[src/rtl/core/skpc_pkg.sv]
`default_nettype none
package skpc_pkg;

  localparam int WINDOW_SECONDS_DEF = 60;

  localparam int TIME_W      = 32;
  localparam int CODE_W      = 8;
  localparam int BUCKET_W    = 8;
  localparam int TOTAL_W     = 14;
  localparam int RELEASE_BIT = 7;

  localparam logic [BUCKET_W-1:0] BUCKET_MAX = 8'd255;
  localparam logic [TOTAL_W-1:0]  TOTAL_MAX  = 14'd16383;

  localparam logic MODE_SCANCODE = 1'b0;

  typedef enum logic [5:0] {
    ST_IDLE     = 6'b000001,
    ST_EVAL     = 6'b000010,
    ST_STEP     = 6'b000100,
    ST_PRESS_RD = 6'b001000,
    ST_PRESS_WR = 6'b010000,
    ST_DONE     = 6'b100000
  } state_t;

  typedef struct packed {
    logic load;      // capture the input word
    logic eval;      // compare time, set up sweep or full clear
    logic step;      // retire one bucket of the sweep
    logic press_wr;  // count the press into the current bucket
    logic out_load;  // move the total to the output register
  } cmd_t;

  typedef struct packed {
    logic adv;       // time moved forward
    logic big;       // a whole window or more has passed
    logic step_last; // final bucket of the sweep
    logic out_busy;  // output register still holds an untaken word
  } sts_t;

endpackage
`default_nettype wire

[src/rtl/core/skpc_ctrl.sv]
`default_nettype none
module skpc_ctrl (
  input  wire               clk,
  input  wire               rst_n,
  input  wire               in_tvalid,
  output logic              in_tready,
  input  skpc_pkg::sts_t    sts,
  output skpc_pkg::cmd_t    cmd
);

  skpc_pkg::state_t state_r, state_nxt;

  always_ff @(posedge clk) begin
    if (!rst_n) begin
      state_r <= skpc_pkg::ST_IDLE;
    end else begin
      state_r <= state_nxt;
    end
  end

  assign in_tready = (state_r == skpc_pkg::ST_IDLE);

  always_comb begin
    state_nxt = state_r;
    cmd       = '0;
    case (state_r)
      skpc_pkg::ST_IDLE: begin
        if (in_tvalid) begin
          cmd.load  = 1'b1;
          state_nxt = skpc_pkg::ST_EVAL;
        end
      end
      skpc_pkg::ST_EVAL: begin
        cmd.eval = 1'b1;
        if (!sts.adv || sts.big) begin
          state_nxt = skpc_pkg::ST_PRESS_RD;
        end else begin
          state_nxt = skpc_pkg::ST_STEP;
        end
      end
      skpc_pkg::ST_STEP: begin
        cmd.step = 1'b1;
        if (sts.step_last) begin
          state_nxt = skpc_pkg::ST_PRESS_RD;
        end
      end
      skpc_pkg::ST_PRESS_RD: begin
        state_nxt = skpc_pkg::ST_PRESS_WR;
      end
      skpc_pkg::ST_PRESS_WR: begin
        cmd.press_wr = 1'b1;
        state_nxt    = skpc_pkg::ST_DONE;
      end
      skpc_pkg::ST_DONE: begin
        if (!sts.out_busy) begin
          cmd.out_load = 1'b1;
          state_nxt    = skpc_pkg::ST_IDLE;
        end
      end
      default: begin
        state_nxt = skpc_pkg::ST_IDLE;
      end
    endcase
  end

endmodule
`default_nettype wire

[src/rtl/core/skpc_dp.sv]
`default_nettype none
module skpc_dp #(
  parameter int WINDOW_SECONDS = skpc_pkg::WINDOW_SECONDS_DEF
) (
  input  wire                              clk,
  input  wire                              rst_n,
  input  wire                              in_mode,
  input  wire [skpc_pkg::CODE_W-1:0]       in_code,
  input  wire [skpc_pkg::TIME_W-1:0]       in_now,
  input  skpc_pkg::cmd_t                   cmd,
  output skpc_pkg::sts_t                   sts,
  input  wire                              out_tready,
  output logic                             out_tvalid,
  output logic [skpc_pkg::TOTAL_W-1:0]     out_total
);

  localparam int SLOT_W = $clog2(WINDOW_SECONDS);
  localparam logic [SLOT_W-1:0] SLOT_LAST = SLOT_W'(WINDOW_SECONDS - 1);
  localparam logic [skpc_pkg::TIME_W-1:0] WIN_TIME = skpc_pkg::TIME_W'(WINDOW_SECONDS);

  logic                            mode_r;
  logic [skpc_pkg::CODE_W-1:0]     code_r;
  logic [skpc_pkg::TIME_W-1:0]     now_r;
  logic [skpc_pkg::TIME_W-1:0]     last_r, last_nxt;
  logic [SLOT_W-1:0]               slot_r, slot_nxt;
  logic [SLOT_W-1:0]               cnt_r, cnt_nxt;
  logic [skpc_pkg::TOTAL_W-1:0]    total_r, total_nxt;
  logic                            pend_r;
  logic [WINDOW_SECONDS-1:0]       vld_r, vld_nxt;
  logic [skpc_pkg::BUCKET_W-1:0]   rd_data_r;
  logic                            rd_vld_r;
  logic                            out_vld_r;
  logic [skpc_pkg::TOTAL_W-1:0]    out_data_r;

  logic [skpc_pkg::BUCKET_W-1:0]   mem [WINDOW_SECONDS];

  logic [skpc_pkg::TIME_W-1:0]     gap;
  logic [SLOT_W-1:0]               slot_inc;
  logic [SLOT_W-1:0]               rd_addr;
  logic [skpc_pkg::BUCKET_W-1:0]   rd_val;
  logic                            press;
  logic                            inc_ok;

  assign gap      = now_r - last_r;
  assign slot_inc = (slot_r == SLOT_LAST) ? '0 : slot_r + 1'b1;
  assign rd_addr  = cmd.step ? slot_inc : slot_r;
  assign rd_val   = rd_vld_r ? rd_data_r : '0;
  assign press    = (mode_r == skpc_pkg::MODE_SCANCODE) && !code_r[skpc_pkg::RELEASE_BIT];
  assign inc_ok   = press && (rd_val != skpc_pkg::BUCKET_MAX)
                    && (total_r != skpc_pkg::TOTAL_MAX);

  assign sts.adv       = now_r > last_r;
  assign sts.big       = gap >= WIN_TIME;
  assign sts.step_last = (cnt_r == SLOT_W'(1));
  assign sts.out_busy  = out_vld_r && !out_tready;

  always_comb begin
    last_nxt  = last_r;
    slot_nxt  = slot_r;
    cnt_nxt   = cnt_r;
    total_nxt = total_r;
    vld_nxt   = vld_r;

    // retire the bucket read on the previous sweep cycle
    if (pend_r) begin
      total_nxt = (total_r >= skpc_pkg::TOTAL_W'(rd_val))
                  ? total_r - skpc_pkg::TOTAL_W'(rd_val) : '0;
    end

    if (cmd.eval && sts.adv) begin
      last_nxt = now_r;
      // empty the whole ring and hold the slot: the ring is only ever walked
      // by distance from last_r, so its starting position is free
      if (sts.big) begin
        vld_nxt   = '0;
        total_nxt = '0;
      end else begin
        cnt_nxt = gap[SLOT_W-1:0];
      end
    end

    if (cmd.step) begin
      slot_nxt          = slot_inc;
      vld_nxt[slot_inc] = 1'b0;
      cnt_nxt           = cnt_r - 1'b1;
    end

    if (cmd.press_wr && inc_ok) begin
      vld_nxt[slot_r] = 1'b1;
      total_nxt       = total_r + 1'b1;
    end
  end

  always_ff @(posedge clk) begin
    if (!rst_n) begin
      last_r    <= '0;
      slot_r    <= '0;
      total_r   <= '0;
      vld_r     <= '0;
      pend_r    <= 1'b0;
      out_vld_r <= 1'b0;
      cnt_r     <= '0;
    end else begin
      last_r  <= last_nxt;
      slot_r  <= slot_nxt;
      total_r <= total_nxt;
      vld_r   <= vld_nxt;
      pend_r  <= cmd.step;
      cnt_r   <= cnt_nxt;
      if (cmd.out_load) begin
        out_vld_r <= 1'b1;
      end else if (out_tready) begin
        out_vld_r <= 1'b0;
      end
    end
  end

  always_ff @(posedge clk) begin
    if (cmd.load) begin
      mode_r <= in_mode;
      code_r <= in_code;
      now_r  <= in_now;
    end
    if (cmd.out_load) begin
      out_data_r <= total_r;
    end
  end

  // bucket store: one write, one registered read per cycle
  always_ff @(posedge clk) begin
    if (cmd.press_wr && inc_ok) begin
      mem[slot_r] <= rd_val + 1'b1;
    end
    rd_data_r <= mem[rd_addr];
    rd_vld_r  <= vld_r[rd_addr];
  end

  assign out_tvalid = out_vld_r;
  assign out_total  = out_data_r;

endmodule
`default_nettype wire

[src/rtl/core/sliding_minute_keypress_counter_core.sv]
`default_nettype none
// Channel | Direction | Handshake          | Payload
// in_     | input     | in_tvalid/tready   | in_tdata, in_tuser
// out_    | output    | out_tvalid/tready  | out_tdata
//
// A word passes ST_IDLE, ST_EVAL, one ST_STEP per second when time moves forward by
// gap below the window (none otherwise), then ST_PRESS_RD, ST_PRESS_WR and ST_DONE.
// The sweep clears one bucket a cycle through the single read port; a whole-window
// jump drops every bucket at once via valid bits.
// Reset (rst_n low, synchronous) empties every bucket at once via valid bits.
// A held result stalls the controller in ST_DONE; no new word is taken meanwhile.
module sliding_minute_keypress_counter_core #(
  parameter int WINDOW_SECONDS = skpc_pkg::WINDOW_SECONDS_DEF
) (
  input  wire         clk,
  input  wire         rst_n,
  input  wire         in_tvalid,
  output logic        in_tready,
  input  wire  [39:0] in_tdata,   // [7:0] scancode, [39:8] now_seconds
  input  wire         in_tuser,   // [0] mode
  output logic        out_tvalid,
  input  wire         out_tready,
  output logic [15:0] out_tdata   // [13:0] presses_last_minute, [15:14] zero
);

  skpc_pkg::cmd_t cmd;
  skpc_pkg::sts_t sts;
  logic [skpc_pkg::TOTAL_W-1:0] total;

  skpc_ctrl u_ctrl (
    .clk       (clk),
    .rst_n     (rst_n),
    .in_tvalid (in_tvalid),
    .in_tready (in_tready),
    .sts       (sts),
    .cmd       (cmd)
  );

  skpc_dp #(
    .WINDOW_SECONDS (WINDOW_SECONDS)
  ) u_dp (
    .clk        (clk),
    .rst_n      (rst_n),
    .in_mode    (in_tuser),
    .in_code    (in_tdata[7:0]),
    .in_now     (in_tdata[39:8]),
    .cmd        (cmd),
    .sts        (sts),
    .out_tready (out_tready),
    .out_tvalid (out_tvalid),
    .out_total  (total)
  );

  assign out_tdata = {2'b00, total};

endmodule
`default_nettype wire

[config.mk]
export PLATFORM = sky130hd
export DESIGN_NAME = sliding_minute_keypress_counter_core
export DESIGN_NICKNAME = d
export VERILOG_FILES = /design/src/rtl/core/skpc_pkg.sv /design/src/rtl/core/skpc_ctrl.sv /design/src/rtl/core/skpc_dp.sv /design/src/rtl/core/sliding_minute_keypress_counter_core.sv
export SDC_FILE = /design/constraint.sdc
export NUM_CORES = 1
export LEC_CHECK = 0
export BUFFER_PORTS_ARGS = -buffer_cell sky130_fd_sc_hd__buf_2
export CAP_MARGIN = 25
export CORE_ASPECT_RATIO = 1.1
export CORE_MARGIN = 2
export CORE_UTILIZATION = 65
export DETAILED_ROUTE_END_ITERATION = 10
export MAX_ROUTING_LAYER = met4
export PLACE_DENSITY = 0.78
export SETUP_SLACK_MARGIN = 0.05
export SYNTH_ARGS = -nofsm -noshare
export SYNTH_HDL_FRONTEND = slang
export SYNTH_SLANG_ARGS = --single-unit
[constraint.sdc]
create_clock -name clk -period 8.3 [get_ports clk]
set_clock_uncertainty 0.15 [all_clocks]
set_input_delay 0 -clock clk [delete_from_list [all_inputs] [get_ports clk]]
set_output_delay 0 -clock clk [all_outputs]
set_load 0.1 [all_outputs]
Word-level counts from Yosys, hierarchy flattened
Memories as Yosys holds them, arrays and structs flattened. A register that Yosys moved wholly into a read port is not among the register bits.
Cells that the tools add are included.
{"block": "word_totals", "ff_bits": 182, "latch_bits": 0, "ram_bits": 480, "rom_bits": 0, "inputBits": 45, "output_inout_bits": 18, "wordCells": 99, "mem_count": 1}
{"memory": "u_dp.mem", "words": 60, "width": 8, "read_ports": 1, "rd_clocked_by_memory_dff": 1, "wr": 1, "line_no": "skpc_dp.sv:35", "source": "logic [skpc_pkg::BUCKET_W-1:0] mem [WINDOW_SECONDS];"}
{"block": "op_classes", "add_sub_neg": 6, "n_mul": 0, "n_div": 0, "order_cmp": 8, "n_eq_ne": 14, "n_shift": 0, "n_mux": 37, "n_bitwise": 4, "n_reduce_logical": 16}
{"op": "60-bit 2-to-1 mux", "count": 4}
{"op": "14-bit 2-to-1 mux", "count": 5}
{"op": "60-bit bitwise AND", "count": 1}
{"op": "60-bit inverter", "count": 1}
{"op": "60-bit OR", "count": 1}
{"op": "6-bit 2-to-1 mux", "count": 8}
{"op": "6-bit case mux with 6 select lines", "count": 1}
{"op": "32-bit by 6-bit greater-or-equal comparator with 1-bit output (second input constant)", "count": 1}
{"op": "32-bit greater-than comparator", "count": 1}
{"op": "32-bit subtractor", "count": 1}
{"op": "6-bit by 7-bit < comparator with 1-bit output (second input constant)", "count": 3}
{"op": "14-bit by 1-bit adder with 14-bit output (second input constant)", "count": 1}
{"op": "14-bit by 8-bit greater-or-equal comparator with 1-bit output", "count": 1}
{"op": "1-bit 2-to-1 mux", "count": 14}
{"op": "14-bit inequality test (second input constant)", "count": 1}
{"op": "14-bit by 8-bit subtractor with 14-bit output", "count": 1}
{"op": "1-bit demux with 6-bit select", "count": 2}
{"op": "6-bit by 1-bit equality test with 1-bit output (second input constant)", "count": 2}
{"op": "6-bit equality test (second input constant)", "count": 2}
{"op": "6-bit by 1-bit greater-or-equal comparator with 1-bit output (second input constant)", "count": 2}
{"op": "8-bit by 1-bit adder with 8-bit output (second input constant)", "count": 1}
{"op": "1-bit logical AND", "count": 8}
{"op": "8-bit 2-to-1 mux", "count": 1}
{"op": "8-bit inequality test (second input constant)", "count": 1}
{"op": "16 further kinds", "count": 21}

Longest topological paths before layout
Gate-level depths: netlist of the first run.
{"block": "depth", "ltp_word": 11, "mapped_depth": 16, "mapped_depth_nobuf": 15}

Modules after synthesis
Synthesis of the first run repeated with hierarchy kept, for this count alone.
{"block": "unflattened", "hier_cells": 2852, "area_unflattened_um2": 30407.9}
{"module": "skpc_dp", "n_inst": 1, "cells_each": 2805, "area_each_um2": 29983.8, "seq_area_each_um2": 18437.7}
{"module": "skpc_ctrl", "n_inst": 1, "cells_each": 44, "area_each_um2": 405.4, "seq_area_each_um2": 120.1}
{"module": "sliding_minute_keypress_counter_core", "n_inst": 1, "cells_each": 3, "area_each_um2": 18.8, "seq_area_each_um2": 0.0}

Worst setup path before layout of the first run
Ideal clock, no wire load.
{"block": "synth_timing", "path_kind": "reg2reg", "startpoint": "register u_dp.rd_vld_r", "endpoint": "memory u_dp.mem[0][6] in the netlist's numbering, data pin", "setup_time_ns": 0.542, "arrival_ns": 3.744, "required_ns": 7.608, "path_slack_ns": 3.865, "stages_incl_launch_ff": 8, "n_path_buf": 1, "period_less_slack_ns": 4.435, "path_cell_list": "dfxtp_1 -> clkbuf_1 -> nand2_1 -> inv_1 -> ha_1 -> nand3_1 -> nor3_1 -> mux2i_1"}
{"block": "synth_between", "elab_chain_len": 2}
{"element": "from (decl)", "line_no": "skpc_dp.sv:31", "source": "logic rd_vld_r;"}
{"element": "from (signal assigned)", "line_no": "skpc_dp.sv:135", "source": "rd_vld_r <= vld_r[rd_addr];"}
{"element": "8-bit 2-to-1 mux", "line_no": "skpc_dp.sv:47", "source": "assign rd_val = rd_vld_r ? rd_data_r : '0;"}
{"element": "8-bit by 1-bit adder with 8-bit output", "line_no": "skpc_dp.sv:132", "source": "mem[slot_r] <= rd_val + 1'b1;"}
{"element": "to (decl)", "line_no": "skpc_dp.sv:35"}
Every way passes these cells.

Final worst setup path of the first run
{"block": "layout_timing", "startpoint": "register u_dp.slot_r[0]", "endpoint": "register u_dp.rd_data_r[7] in the netlist's numbering (read register of u_dp.mem)"}
{"block": "layout_between", "elab_chain_len": 3, "elab_cells_between_ends": 4, "cone_classes": "add/sub: 1; eq/ne: 1; mux: 2"}
{"element": "from (decl)", "line_no": "skpc_dp.sv:25", "source": "logic [SLOT_W-1:0] slot_r, slot_nxt;"}
{"element": "from (signal assigned)", "line_no": "skpc_dp.sv:105", "source": "slot_r <= slot_nxt;"}
{"element": "6-bit by 1-bit adder with 6-bit output or 6-bit equality test (tied branches)", "line_no": "skpc_dp.sv:45", "source": "assign slot_inc = (slot_r == SLOT_LAST) ? '0 : slot_r + 1'b1;"}
{"element": "6-bit 2-to-1 mux", "line_no": "skpc_dp.sv:45"}
{"element": "6-bit 2-to-1 mux (*)"}
{"element": "to (decl)", "line_no": "skpc_dp.sv:30", "source": "logic [skpc_pkg::BUCKET_W-1:0] rd_data_r;"}
Mark *: on every way between the ends. The rest lies on a longest branch, timed or not.
A chain may end at the register's enable or synchronous reset.

==> metrics, run 1 <==
Synth area leaders edfxtp_1, dfxtp_1, nand2_1; maximum buffer depth of the clock tree 3; sequential share of power 0.522; area of the core 45500 um2; insertion delay to the later sink of the worst-skew pair ~0.61 ns; # rows 82; Slew Limit Fails 0; fillcell total just over 3k; register bit count reported by yosys about 660; min-delay worst type in2reg; Pwr Density about 210 nW/um2; Hold Fails Final Rpt 0; vias in the first global route 21.6k; Netlist cell types 76; chip height about 230 um; clock-pin slew on the worst setup and hold paths ~0.060 ns; Vias/cell 6.46; WL met1 ~29000 um; dpl ws 3.25 ns; most frequent cells after synthesis nand2_1, edfxtp_1, nand3_1, nor2_1, clkbuf_1; cell-internal power 5.35 mW; CTS tree done; gr ovfl total 0; status completed; antenna cells 0; total CTS buffers 67; drt drc 0; Gate power share 0.062; dpl cell area 30500 um2; Highest Signal Layer met4; share of layout cells above drive strength 1 0.0767; kind of critical path reg2reg; Ys Warns 0; syn_area_per_cell about 11 um2; Placer Congestion 0.966; number of port buffers 53; CTS resizes 0; Cell Area, Synth around 30000 um2; fin cells 3457; Rel. slew slack 0.357; Initial Util 0.656; endpoints failing setup 0; Synth async-reset ratio 0; GRT Util Overall 0.328; Mapped Cells 2777; drt first pass iters 9; Clk network pwr share 0.416; Yosys top cell area share 0.532; die footprint 47600 um2; final wirelength approximately 76000 um; nets@finish 2909; Peak VDD IR 0.000173 V; RSZ-0062 raised after global routing false; Die W about 210 um; count leader, synth nand2_1; MaxCap Viol Count 0; metal2 WL 36800 um; crit path DAT approximately 5.7 ns; Area Growth Syn to Fin 11.7%; CTS H-tree depth 3; routed vias 22.3k; Worst-Margin Slew 0.964 ns; leading area contributor after synthesis edfxtp_1; final setup margin 2.96 ns; Seq/Total Area, Yosys 0.623; Most used DFF post-synth edfxtp_1; routed wire length on met3 6380 um; DR iter-0 viols about 2.6k; final core occ 0.732; Final min period 5.34 ns; wire length of the first global-routing pass 119000 um; Psw around 1.5 mW; startpoint types register; Post-synth EDFFs 528; post-route clock period utilization 0.643; Placed Cells ~3.3k; initial antenna violation count 0; Final HPWL DP 44300 um; worst-path fanout max 127; design area around 33000 um2; Wirelength per Cell 22.0 um; remaining antenna violation count after routing 0; I/O Pins 63; Setup TNS 0 ns; FMAX between 0.15 and 0.2 GHz; crit path capture type register; pin count of the biggest net entering global routing 188; Critical Path RT 8.61 ns; Switching Fraction 0.224; Leak Pwr between 10 and 15 nW; clock root buffer clkbuf_16; CTS Sinks between 600 and 700
## kinds of logic (layout without fill, tap and decap cells)
family                   after synthesis  in the layout  share of synthesized area
AND/OR/NAND/NOR                     1217           1217                      0.180
adder cells (fa/ha/maj)               47             47                     0.0202
buffers and inverters                240            331                     0.0312
XOR/XNOR                              32             32                    0.00941
other                                  1              2                   0.000126
flip-flops                           663            663                      0.623
AO/OA/AOI/OAI                        532            532                      0.121
multiplexers                          45             45                     0.0157
## power groups by stage
stage / clock (mW) / combinational, mW / sequential, mW
2_1_floorplan: 0 / 0.299 / 3.66
3_3_place_gp: 0 / 0.377 / 3.67
3_5_place_dp: 0 / 0.384 / 3.67
4_1_cts: 2.88 / 0.413 / 3.60
5_1_grt: 3.02 / 0.465 / 3.60
6_report: 2.87 / 0.426 / 3.60
## what timing repair did
item / CTS / global route
hold buffers: 70 / 0
buffers inserted: 0 / 0
hold endpoints to repair: 73 / 0
## path summary, 6_finish.rpt
| path | from | to | slack [ns] | cells after the start |
|---|---|---|---|---|
| max | u_dp.slot_r[0] | u_dp.rd_data_r[7] | 2.96 | 12 |
| min | in_tdata[39] | u_dp.now_r[31] | 0.02 | 2 |
| max reg2reg | u_dp.slot_r[0] | u_dp.rd_data_r[7] | 2.96 | 12 |
| min reg2reg | u_dp.vld_r[10] | u_dp.vld_r[10] | 0.34 | 2 |
## final cells by class
cell class                      count  area (um2)  area share
Tap cell                          588         736      0.0221
Sequential cell                   663       18600       0.558
Inverter                           56         210     0.00632
Timing Repair Buffer              154        1240      0.0371
Clock inverter                     35         233     0.00699
Multi-Input combinational cell   1875       10500       0.314
Clock buffer                       86        1840      0.0553
## routing by layer
layer | GRT usage | vias to the layer above
met2 | 0.528 | 1216
met3 | 0.0473 | 204
met4 | 0.161 | 0
met1 | 0.412 | 10600
li1 | - | 10300
met5 | - | -
## stage by stage
step / power (mW) / hold WS (ns)
global placement: 4.04 / 0.0280
finish: 6.89 / 0.0189
detailed placement: 4.05 / 0.0283
global route: 7.09 / 0.0206
floorplan: 3.96 / -0.0511
CTS: 6.89 / 0.00496
## state kept, by name, summed over array words and instances (netlist names), 6 cells and up
signal,count
u_dp.vld_r,60
u_dp.out_total,14
u_dp.cnt_r,6
u_dp.rd_data_r,8
u_dp.mem,480
u_ctrl.state_r,6
u_dp.slot_r,6
u_dp.now_r,32
u_dp.last_r,32
u_dp.total_r,14
## cell usage in the layout, fill, tap and decap left out, types with 12 or more instances in the layout
master / synthesis / layout
nand2_1: 641 / 640
nand4_1: 19 / 19
a21oi_1: 91 / 89
clkinv_1: 0 / 14
o21ai_0: 99 / 99
dfxtp_1: 135 / 135
a311oi_1: 98 / 98
clkbuf_1: 141 / 12
xor2_1: 14 / 13
buf_2: 5 / 53
ha_1: 45 / 44
buf_4: 2 / 28
xnor2_1: 18 / 17
a31oi_1: 41 / 41
edfxtp_1: 528 / 528
clkinv_2: 0 / 13
a211oi_1: 20 / 20
nor4_1: 13 / 13
nor3_1: 26 / 26
o211ai_1: 17 / 17
o22ai_1: 67 / 67
a211o_1: 13 / 13
inv_1: 56 / 55
clkbuf_16: 0 / 69
nand3_1: 186 / 186
nor2_1: 173 / 173
dlygate4sd3_1: 0 / 70
and3_1: 84 / 84
mux2i_1: 42 / 39
a21o_1: 13 / 12
## worst max-delay path, stage by stage (launching register included)
cell and delay (ns):
dfxtp_1 0.81, ha_1 0.48, nor2b_1 0.36, a21oi_1 0.21, mux2i_4 0.75, buf_12 0.51, nand2_1 0.13, and3_1 0.20
a311oi_1 0.41, a31oi_1 0.07, a21oi_1 0.44, nand2_1 0.14, a31oi_1 0.39
(Power assumes the default switching activity.)
==> run 2, diff against run 1 <==
Settings changed: CORE_UTILIZATION 65 to 57, PLACE_DENSITY 0.78 to 0.72.
Clock period 8.3 ns to 4.6 ns, I/O delays scaled along.
==> metrics, run 2 (same netlist as run 1, synthesis figures left out) <==
Area Growth Syn to Fin 14.5%; MaxCap Viol Count 0 (unchanged); CTS Sinks 663 (unchanged); FMAX 0.236 GHz (+26%); commonest non-fill, non-tap cells in the layout nand2_1, edfxtp_1, nand3_1; FF-to-FF End u_dp.cnt_r[4]; slowest CP cell or4_4; Critical path buffers and inverters 1 (unchanged); clock root buffer clkbuf_16; cell family contributing the most delay on the critical path simple AND/OR/NAND/NOR gates; Final HPWL DP 48800 um (+10%); Wirelength per Cell 21.6 um (-2.0%); setup bufs post-CTS 0 (unchanged); Hold Fails Final Rpt 0 (unchanged); gr ovfl total 0 (unchanged); worst-path fanout max 10 (-92%); total power 12.6 mW (+83%); insertion delay to the later sink of the worst-skew pair 0.61 ns (about the same); CTS H-tree depth 3 (unchanged); kind of critical path reg2reg; biggest regs u_dp.mem (480), u_dp.vld_r (60); Critical Path RT 4.97 ns (-3.64 ns); min-delay worst type in2reg; Hold Path Depth 2 (unchanged); worst-path cell chain ha_1 -> and2_4 -> a221o_2 -> o21ai_1 -> a21o_1 -> nor3b_1 -> o22ai_1 -> or4_4 -> or4_4 -> buf_4 -> mux2_4 -> o31ai_2; share of layout cells above drive strength 1 0.0974 (+0.0207); Worst path max stage delay 0.57 ns (-0.24 ns); CTS tree done; nets@finish 2984 (+2.6%); Rel. slew slack 0.326 (-0.0308); max reg flops 480 (unchanged); Vias/cell 6.18 (-4.4%); status completed; # rows 87 (+6.1%); min-delay src in_tdata[38]; Pwr Density 369 nW/um2 (+78%); DR iter-0 viols 2482 (-4.3%); total CTS buffers 68 (+1.5%); clock-pin slew on the worst setup and hold paths 0.06 ns (about the same); endpoints failing setup 0 (unchanged); R2R setup slack 0.37 ns (-2.59 ns); Placer Congestion 0.966 (about the same); maximum buffer depth of the clock tree 3 (unchanged); Setup TNS 0 ns (unchanged); vias in the first global route 21.6k (-0.20%); most frequent CP cell or4_4; crit path capture type register; chip height 244 um (+6.7%); R2R depth 12 (unchanged); RSZ-0062 raised after global routing false; startpoint types register; number of port buffers 53 (unchanged); crit path DAT 4.61 ns (-1.04 ns); fillcell total 3853 (+27%); Final min period 4.23 ns (-1.11 ns); final wirelength 78000 um (+2.4%); drt first pass iters 8 (-1); Biggest register u_dp.mem; most common cell after layout, fill and taps aside nand2_1; initial antenna violation count 0 (unchanged); remaining antenna violation count after routing 0 (unchanged); Peak VDD IR 0.000313 V (+81%); Hold EP u_dp.now_r[30]; area of the core 51500 um2 (+13%); Slew Limit Fails 0 (unchanged); Initial Util 0.579 (-0.0769); die footprint 54100 um2 (+14%); CTS resizes 0 (unchanged); Die W 222 um (+6.7%); pin count of the biggest net entering global routing 80 (-57%); Worst-Margin Slew 1.01 ns (+0.0462 ns); I/O Pins 63 (unchanged); Leak Pwr 12.1 nW (+3.7%); Reg2Reg Launch Point u_dp.now_r[4]; GRT Util Overall 0.297 (-0.0309); routed vias 22.3k (-0.049%); antenna cells 0 (unchanged); post-route clock period utilization 0.920 (+0.277); wire length of the first global-routing pass 122000 um (+2.6%); drt drc 0 (unchanged)
[run 2: metrics by stage]
| step | hold slack [ns] | cells | util | area [um2] | setup WS [ns] |
|---|---|---|---|---|---|
| floorplan | -0.0511 | 2778 | - | 29800 | 0.165 |
| global placement | 0.0279 | 3416 | 0.606 | 31200 | 0.452 |
| detailed placement | 0.0281 | 3419 | 0.607 | 31300 | 0.392 |
| CTS | 0.0355 | 3613 | 0.662 | 34100 | 0.372 |
| global route | 0.0555 | 3613 | 0.662 | 34100 | 0.192 |
| finish | 0.0496 | 3613 | 0.662 | 34100 | 0.369 |
[run 2: worst max path at each step]
| stage | from | end | slack (ns) | depth (start not counted) |
|---|---|---|---|---|
| floorplan | u_dp.rd_vld_r | u_dp.mem[0][6] | 0.16 | 7 |
| global placement | u_dp.now_r[4] | u_dp.cnt_r[3] | 0.45 | 11 |
| detailed placement | u_dp.now_r[4] | u_dp.cnt_r[4] | 0.39 | 12 |
| CTS | u_dp.now_r[4] | u_dp.cnt_r[4] | 0.37 | 12 |
| global route | u_dp.now_r[4] | u_dp.cnt_r[1] | 0.19 | 12 |
| finish | u_dp.now_r[4] | u_dp.cnt_r[4] | 0.37 | 12 |
[run 2: timing repair]
item | 4_1_cts | 5_1_grt
hold buffers | 70 | 0
endpoints found under the hold margin | 55 | 0
endpoints found under the setup margin | 0 | 0
[run 2: where the power goes]
group | internal, mW | leakage [nW] | switching [mW]
clock network | 3.05 | 1.03 | 2.27
registers | 6.45 | 5.41 | 0.0392
logic | 0.301 | 5.69 | 0.470
[run 2: routing by layer]
metal,global-route usage,wire [um],up-vias
met2,0.471,37000,1029
met5,-,0,-
met4,0.131,3260,0
met3,0.0445,6320,183
li1,-,-,10400
met1,0.383,31400,10700
[run 2: cell type report]
cell class | count | area, um2 | share of cell area
clock buffers | 96 | 1890 | 0.0554
clock inverters | 28 | 239 | 0.00701
inverters | 56 | 210 | 0.00616
multi-input cells | 1875 | 10500 | 0.307
flip-flops and latches | 663 | 18600 | 0.544
well taps | 667 | 835 | 0.0245
repair buffers | 228 | 1910 | 0.0561
